--- config.mk ---
export PLATFORM = sky130hd
export DESIGN_NAME = oaht_divider
export DESIGN_NICKNAME = d
export VERILOG_FILES = /design/src/oaht_pkg.sv /design/src/oaht_divider.sv
export SDC_FILE = /design/constraint.sdc
export NUM_CORES = 1
export LEC_CHECK = 0
export BUFFER_PORTS_ARGS = -buffer_cell sky130_fd_sc_hd__buf_2
export CORE_ASPECT_RATIO = 1.75
export CORE_UTILIZATION = 40
export CTS_CLUSTER_SIZE = 40
export DETAILED_ROUTE_END_ITERATION = 8
export GPL_ROUTABILITY_DRIVEN = 1
export MAX_ROUTING_LAYER = met4
export SYNTH_ARGS = -nofsm -noshare
export SYNTH_HDL_FRONTEND = slang
export SYNTH_SLANG_ARGS = --single-unit
--- constraint.sdc ---
create_clock -name clk -period 2.1 [get_ports clk]
set_clock_uncertainty 0.15 [all_clocks]
set_input_delay 0.42 -clock clk [delete_from_list [all_inputs] [get_ports clk]]
set_output_delay 0.42 -clock clk [all_outputs]
set_load 0.03 [all_outputs]
--- src/oaht_pkg.sv ---
package oaht_pkg;

	localparam int MaxSlots    = 2048;
	localparam int InitialSize = 11;
	localparam int StepPrime   = 7;
	localparam int IdxW        = 11;
	localparam int AddrW       = 12;
	localparam int CntW        = 12;

	localparam logic [1:0] ST_INSERTED  = 2'd0;
	localparam logic [1:0] ST_FOUND     = 2'd1;
	localparam logic [1:0] ST_NOT_FOUND = 2'd2;
	localparam logic [1:0] ST_FULL      = 2'd3;

	localparam logic [1:0] PM_LINEAR    = 2'd0;
	localparam logic [1:0] PM_QUADRATIC = 2'd1;

	localparam logic OP_INSERT = 1'b0;

	typedef struct packed {
		logic [63:0] tag;
		logic [7:0]  key;
		logic [31:0] txns;
		logic [31:0] items;
		logic [31:0] cents;
	} slot_rec_t;

	typedef enum logic [4:0] {
		S_IDLE,
		S_GROW_START,
		S_PRIME_TRY,
		S_PRIME_DIV,
		S_PRIME_NEXT,
		S_PROBE_START,
		S_HOME_DIV,
		S_PROBE_RD,
		S_PROBE_WAIT,
		S_PROBE_CHK,
		S_PROBE_ADV,
		S_PROBE_MOD,
		S_INS_WRITE,
		S_CLR,
		S_RH_RD,
		S_RH_WAIT,
		S_RH_CHK,
		S_RH_WRITE,
		S_DONE
	} state_t;

	typedef struct packed {
		logic        start;
		logic [23:0] dividend;
		logic [11:0] divisor;
	} div_req_t;

	typedef struct packed {
		logic        done;
		logic [11:0] rem;
	} div_rsp_t;

	function automatic logic [7:0] to_lower(input logic [7:0] c);
		to_lower = (c >= 8'd65 && c <= 8'd90) ? c + 8'd32 : c;
	endfunction

endpackage

--- src/oaht_divider.sv ---
// Restoring divider: one quotient bit per cycle, remainder only.
module oaht_divider (
	input  logic                 clk,
	input  logic                 arst_n,
	input  oaht_pkg::div_req_t   req,
	output oaht_pkg::div_rsp_t   rsp
);
	logic [23:0] num_q;
	logic [12:0] rem_q;
	logic [11:0] den_q;
	logic [4:0]  cnt_q;
	logic        busy_q;
	logic        done_q;
	logic [12:0] shifted;

	assign shifted = {rem_q[11:0], num_q[23]};

	always_ff @(posedge clk or negedge arst_n) begin
		if (!arst_n) begin
			busy_q <= 1'b0;
			cnt_q  <= '0;
			done_q <= 1'b0;
		end else begin
			done_q <= 1'b0;
			if (req.start) begin
				busy_q <= 1'b1;
				cnt_q  <= 5'd24;
			end else if (busy_q) begin
				cnt_q <= cnt_q - 5'd1;
				if (cnt_q == 5'd1) begin
					busy_q <= 1'b0;
					done_q <= 1'b1;
				end
			end
		end
	end

	// Shift in one dividend bit and subtract the divisor when it fits.
	always_ff @(posedge clk) begin
		if (req.start) begin
			num_q <= req.dividend;
			den_q <= req.divisor;
			rem_q <= '0;
		end else if (busy_q) begin
			num_q <= {num_q[22:0], 1'b0};
			if (shifted >= {1'b0, den_q}) rem_q <= shifted - {1'b0, den_q};
			else rem_q <= shifted;
		end
	end

	assign rsp = {done_q, rem_q[11:0]};
endmodule

==> flow_metrics.env, run 1 <==
export IMPL_outcome="finished with violations"
export IMPL_violations="setup timing"
export IMPL_top_usage_layer="met2"
export IMPL_cp_required_ns=2.16
export IMPL_grt_pass1_vias=2308
export IMPL_hold_path_endpoint="den_q[5]"
export IMPL_p_seq_share_pct=30.6
export IMPL_synthFlopType="edfxtp_1"
export IMPL_netlist_area_leader_share_pct=37.1
export IMPL_worstSetupStartpointType="flip-flop"
export IMPL_syn_area_mm2=0.00291
export IMPL_viasPerCell=5.11
export IMPL_min_period_ns=2.35
export IMPL_antenna_left=0
export IMPL_drc_errors=0
export IMPL_dpl_instance_area_mm2=0.00380
export IMPL_clockRootBuffer="clkbuf_16"
export IMPL_ctsHtreeMaxLevel=2
export IMPL_critPathTopFamily="compound AO/OA/AOI/OAI gates"
export IMPL_grt_max_degree=32
export IMPL_hpwl_um=4790
export IMPL_finalCritPeriodShare_pct=112
export IMPL_antenna_found_initial=0
export IMPL_power_internal_w=0.00315
export IMPL_dr_pass1_iters=4
export IMPL_wl_um=6230
export IMPL_seq_area_frac_synth_pct=51.4
export IMPL_final_layout_size_suffix_gt1_share_pct=54.9
export IMPL_grt_use_met2_pct=34.6
export IMPL_path_common_cell="inv_2"
export IMPL_hp_class="in2reg"
export IMPL_vdd_ir_drop_worst_mv=0.655
export IMPL_row_count=40
export IMPL_synthCells=242
export IMPL_relSlewSlack_pct=61.0
export IMPL_async_flop_share_pct=12.7
export IMPL_cts_sinks=55
export IMPL_maxSlewViolCount=0
export IMPL_drt_wirelength_per_cell_um=14.6
export IMPL_path_class="reg2reg"
export IMPL_syn_nets=296
export IMPL_synth_cell_types=55
export IMPL_grt_pass1_wl_um=10400
export IMPL_start_util_pct=41.9
export IMPL_final_area_mm2=0.00407
export IMPL_p_leak_nw=1.68
export IMPL_yosys_area_top_type="edfxtp_1"
export IMPL_fp_coreArea_mm2=0.00696
export IMPL_final_cells=428
export IMPL_io_pins=52
export IMPL_first_iter_violations=78
export IMPL_port_buffers=51
export IMPL_mostFrequentLayoutCells="buf_2, buf_4, edfxtp_1"
export IMPL_min_path_cells=1
export IMPL_fin_setup_tns_ns=-1.65
export IMPL_dp_slack_ns=-0.250
export IMPL_crit_buf_inv=3
export IMPL_powerDensity_mw_per_mm2=1220
export IMPL_arrival_ns=2.41
export IMPL_gp_congestion=0.891
export IMPL_ys_seq_elements=55
export IMPL_avgSynthCellArea_um2=12.0
export IMPL_slowest_stage="edfxtp_1"
export IMPL_path_cells="inv_2 -> ha_4 -> inv_2 -> fa_2 -> buf_4 -> a21oi_2 -> o211ai_1 -> o41ai_2 -> xnor2_1 -> nand3_1 -> o311ai_2"
export IMPL_synth_area_leaders="edfxtp_1, mux2_2, dfxtp_1"
export IMPL_dp_cells=415
export IMPL_synth_edf_count=36
export IMPL_clock_fmax_mhz=425
export IMPL_swShare_pct=36.6
export IMPL_hold_violations=0
export IMPL_die_x_um=66.5
export IMPL_p_comb_share_pct=52.4
export IMPL_p_switching_w=0.00182
export IMPL_pwr_share_clk_pct=17.0
export IMPL_cts_buffer_depth=2
export IMPL_grtUsageMet3_pct=2.98
export IMPL_reg2reg_to="rem_q[8]"
export IMPL_clk_latency_ns=0.30
export IMPL_rsz0062_at_grt="yes"
export IMPL_path_clk_slew_ns=0.07
export IMPL_die_area_mm2=0.00764
export IMPL_worst_r2r_cell_count=11
export IMPL_gr_total_overflow=0
export IMPL_cp_slowest_stage_delay_ns=0.38
export IMPL_cp_num_cells=11
export IMPL_cts_tree="yes"
export IMPL_syn_to_final_growth_pct=39.7
export IMPL_met1_usage_pct=19.4
export IMPL_min_from="req[5]"
export IMPL_worst_pin_slew_ns=0.584
export IMPL_setup_ws_ns=-0.251
export IMPL_maxCapViolCount=0
export IMPL_antenna_cells=0
export IMPL_final_common_cell="buf_2"
export IMPL_numCtsBuffers=5
export IMPL_finalNetCount=397
export IMPL_critPathCaptureType="flip-flop"
export IMPL_setup_viol=12
export IMPL_reg2reg_slack_ns=-0.25
export IMPL_rr_startpoint="num_q[23]"
export IMPL_yosys_warnings=0
export IMPL_cp_max_fo=3
export IMPL_vias=2189
export IMPL_grt_use_total_pct=19.0
export IMPL_die_h_um=115
-- kinds of logic (layout without fill, tap and decap cells) --
family / after synthesis / count (layout) / synth area share, %
AO/OA/AOI/OAI: 44 / 44 / 12.7
XOR/XNOR: 11 / 11 / 3.31
adder cells (fa/ha/maj): 15 / 15 / 6.70
buffers and inverters: 28 / 130 / 3.99
flip-flops: 55 / 55 / 51.4
multiplexers: 30 / 30 / 11.5
AND/OR/NAND/NOR: 59 / 59 / 10.5
-- final cells by class --
cell class                      count  area [um^2]
Fill cell                         605         2890
Multi-Input combinational cell    159         1540
Sequential cell                    55         1520
Timing Repair Buffer              105          699
Clock buffer                        5          125
Tap cell                           84          105
Inverter                           17         63.8
Clock inverter                      3         23.8
-- cells in the mapped netlist (2+ instances only) --
library cell and n:
a211oi_1 8, a211oi_2 2, a21o_1 2, a21oi_1 7, buf_1 7, clkbuf_1 2, dfrtp_1 7, dfxtp_1 12
edfxtp_1 36, ha_1 14, inv_1 17, mux2_2 23, mux2i_1 6, nand2_1 8, nand2b_1 6, nand3_1 5
nor2_1 20, nor2_2 3, nor2b_1 3, nor3_1 2, nor3b_1 2, nor4b_1 2, o21ai_0 5, o311ai_0 2
o41ai_1 2, xnor2_1 8, xor2_1 3
-- worst max-delay path by stage --
| stage | start | endpoint |
|---|---|---|
| 3_3_place_gp | num_q[23] | rem_q[10] |
| 3_5_place_dp | num_q[23] | rem_q[10] |
| 5_1_grt | num_q[23] | rem_q[10] |
| 2_1_floorplan | rem_q[0] | rem_q[9] |
| 6_report | num_q[23] | rem_q[8] |
| 4_1_cts | num_q[23] | rem_q[10] |
-- state kept, by name, summed over array words and instances (netlist names) --
| signal | flops |
|---|---|
| den_q | 12 |
| rem_q | 12 |
| done_q | 1 |
| busy_q | 1 |
| num_q | 24 |
| cnt_q | 5 |
-- layer usage --
metal / up-vias / routed length, um
li1: 1094 / -
met1: 1041 / 2440
met2: 42 / 3480
met3: 12 / 146
met4: 0 / 164
met5: - / 0
-- metrics by stage --
stage                     total power, W  utilization [%]  hold WS (ns)
after floorplan                  0.00313                -       -0.0256
after global placement           0.00395             54.6         0.109
after detailed placement         0.00398             54.6         0.114
after CTS                        0.00495             57.8         0.137
after global routing             0.00531             58.5         0.131
final                            0.00496             58.5         0.145
-- repair_timing --
item                                    CTS  global route
hold buffers                              1             0
buffers inserted                          1             3
pin swaps                                21            16
endpoints found under the hold margin     7             0
endpoints found under the setup margin   12            12
resized for setup                        13             7
-- power by group through the flow --
stage	clock network, W	logic, W	registers [W]
final	0.000844	0.00260	0.00152
after global routing	0.000920	0.00285	0.00154
after CTS	0.000876	0.00255	0.00152
after detailed placement	0	0.00244	0.00154
after global placement	0	0.00241	0.00154
after floorplan	0	0.00139	0.00174
Power figures use the tool's default switching activity.
==> inputs of run 2 (changes only) <==
- CORE_ASPECT_RATIO: 1.75 -> 1.5
- SKIP_CTS_REPAIR_TIMING: not set -> 1
- SLEW_MARGIN: not set -> 20
==> flow_metrics.env, run 2 (synthesized netlist as in run 1, its figures left out) <==
export IMPL_outcome="finished with violations"
export IMPL_violations="setup timing"
export IMPL_antenna_found_initial=0
export IMPL_final_common_cell="buf_2"
export IMPL_gp_congestion=0.823
export IMPL_row_count=37
export IMPL_powerDensity_mw_per_mm2=1240
export IMPL_rr_startpoint="den_q[0]"
export IMPL_utilization_pct=57.8
export IMPL_cp_required_ns=2.19
export IMPL_dp_cells=402
export IMPL_clockRootBuffer="clkbuf_8"
export IMPL_reg2reg_slack_ns=-0.24
export IMPL_gr_total_overflow=0
export IMPL_ctsHtreeMaxLevel=2
export IMPL_reg2reg_to="rem_q[0]"
export IMPL_cp_slowest_stage_delay_ns=0.44
export IMPL_arrival_ns=2.44
export IMPL_wl_um=6450
export IMPL_crit_buf_inv=1
export IMPL_slowest_stage="edfxtp_1"
export IMPL_grt_max_degree=42
export IMPL_critPathTopFamily="compound AO/OA/AOI/OAI gates"
export IMPL_die_h_um=107
export IMPL_finalCritPeriodShare_pct=112
export IMPL_clock_fmax_mhz=427
export IMPL_hold_violations=0
export IMPL_min_from="req[9]"
export IMPL_start_util_pct=42.0
export IMPL_antenna_left=0
export IMPL_worst_pin_slew_ns=0.553
export IMPL_numCtsBuffers=5
export IMPL_port_buffers=51
export IMPL_critPathCaptureType="flip-flop"
export IMPL_setup_ws_ns=-0.243
export IMPL_cts_buffer_depth=2
export IMPL_vias=2209
export IMPL_worst_r2r_cell_count=8
export IMPL_drc_errors=0
export IMPL_cp_num_cells=8
export IMPL_power_w=0.00499
export IMPL_rsz0062_at_grt="yes"
export IMPL_final_area_mm2=0.00401
export IMPL_path_class="reg2reg"
export IMPL_cts_sinks=55
export IMPL_first_iter_violations=71
export IMPL_hpwl_um=4630
export IMPL_dpl_instance_area_mm2=0.00373
export IMPL_die_area_mm2=0.00764
export IMPL_reg_top3="num_q: 24 flops, den_q: 12 flops, rem_q: 12 flops"
export IMPL_path_cells="ha_4 -> nand3_1 -> o21ai_1 -> nor2_4 -> o31ai_4 -> buf_6 -> mux2_4 -> a211oi_2"
export IMPL_cts_tree="yes"
export IMPL_maxCapViolCount=0
export IMPL_setup_viol=12
export IMPL_min_period_ns=2.34
export IMPL_viasPerCell=5.28
export IMPL_hp_class="in2reg"
export IMPL_clk_latency_ns=0.32
export IMPL_finalNetCount=393
export IMPL_grt_pass1_vias=2167
export IMPL_antenna_cells=0
export IMPL_path_clk_slew_ns=0.11
export IMPL_fin_setup_tns_ns=-1.86
export IMPL_maxSlewViolCount=0
export IMPL_top_register="num_q"
export IMPL_mostFrequentLayoutCells="buf_2, buf_4, edfxtp_1"
export IMPL_dr_pass1_iters=6
export IMPL_crit_start="den_q[0]"
export IMPL_die_x_um=71.7
export IMPL_vdd_ir_drop_worst_mv=0.529
export IMPL_io_pins=52
export IMPL_fp_coreArea_mm2=0.00694
export IMPL_drt_wirelength_per_cell_um=15.4
export IMPL_grt_use_total_pct=17.6
export IMPL_p_leak_nw=1.65
export IMPL_final_layout_size_suffix_gt1_share_pct=55.0
export IMPL_cp_max_fo=3
export IMPL_grt_pass1_wl_um=9920
export IMPL_syn_to_final_growth_pct=37.7
export IMPL_relSlewSlack_pct=63.1
export IMPL_worstSetupStartpointType="flip-flop"
export IMPL_final_cells=418
export IMPL_crit_path_end="rem_q[0]"
export IMPL_largest_reg_flops=24
==> run 2: changes by cell type in the layout (fill, tap and decap cells not counted), sizes merged <==
| cell | previous run | this run |
|---|---|---|
| buf | 104 | 100 |
| clkinv | 0 | 2 |
| inv | 18 | 17 |
| bufinv | 0 | 1 |
| clkinvlp | 2 | 0 |
==> run 2: how the worst min path moves through the flow <==
stage	end	cells after the start	slack [ns]
final	den_q[9]	1	0.12
after floorplan	busy_q	0	-0.03
after detailed placement	done_q	1	0.11
after global routing	den_q[9]	1	0.1
after global placement	done_q	1	0.11
after CTS	done_q	1	-0.25
==> run 2: metrics by stage <==
stage                     setup WS (ns)  hold WS (ns)
after floorplan                  -0.149       -0.0256
after global placement           -0.169         0.111
after detailed placement         -0.224         0.110
after CTS                        -0.256        -0.253
after global routing             -0.348        0.0999
final                            -0.243         0.115
==> run 2: layer usage <==
metal | vias up | GRT usage [%] | routed length [um]
li1 | 1078 | - | -
met1 | 1064 | 17.8 | 2510
met2 | 53 | 32.1 | 3560
met3 | 14 | 3.32 | 186
met4 | 0 | 7.84 | 186
met5 | - | - | 0
==> run 2: power breakdown <==
group / internal (W) / switching, W
clock: 0.000356 / 0.000366
combinational: 0.00140 / 0.00135
sequential: 0.00138 / 0.000146
total: 0.00313 / 0.00186
==> run 2: layout make-up <==
| cell class | instances | area (um^2) |
|---|---|---|
| multi-input combinational | 159 | 1560 |
| sequential | 55 | 1520 |
| timing repair buffer | 101 | 661 |
| clock buffer | 5 | 68.8 |
| tap | 78 | 97.6 |
| inverter | 17 | 63.8 |
| fill | 595 | 2930 |
| clock inverter | 3 | 43.8 |
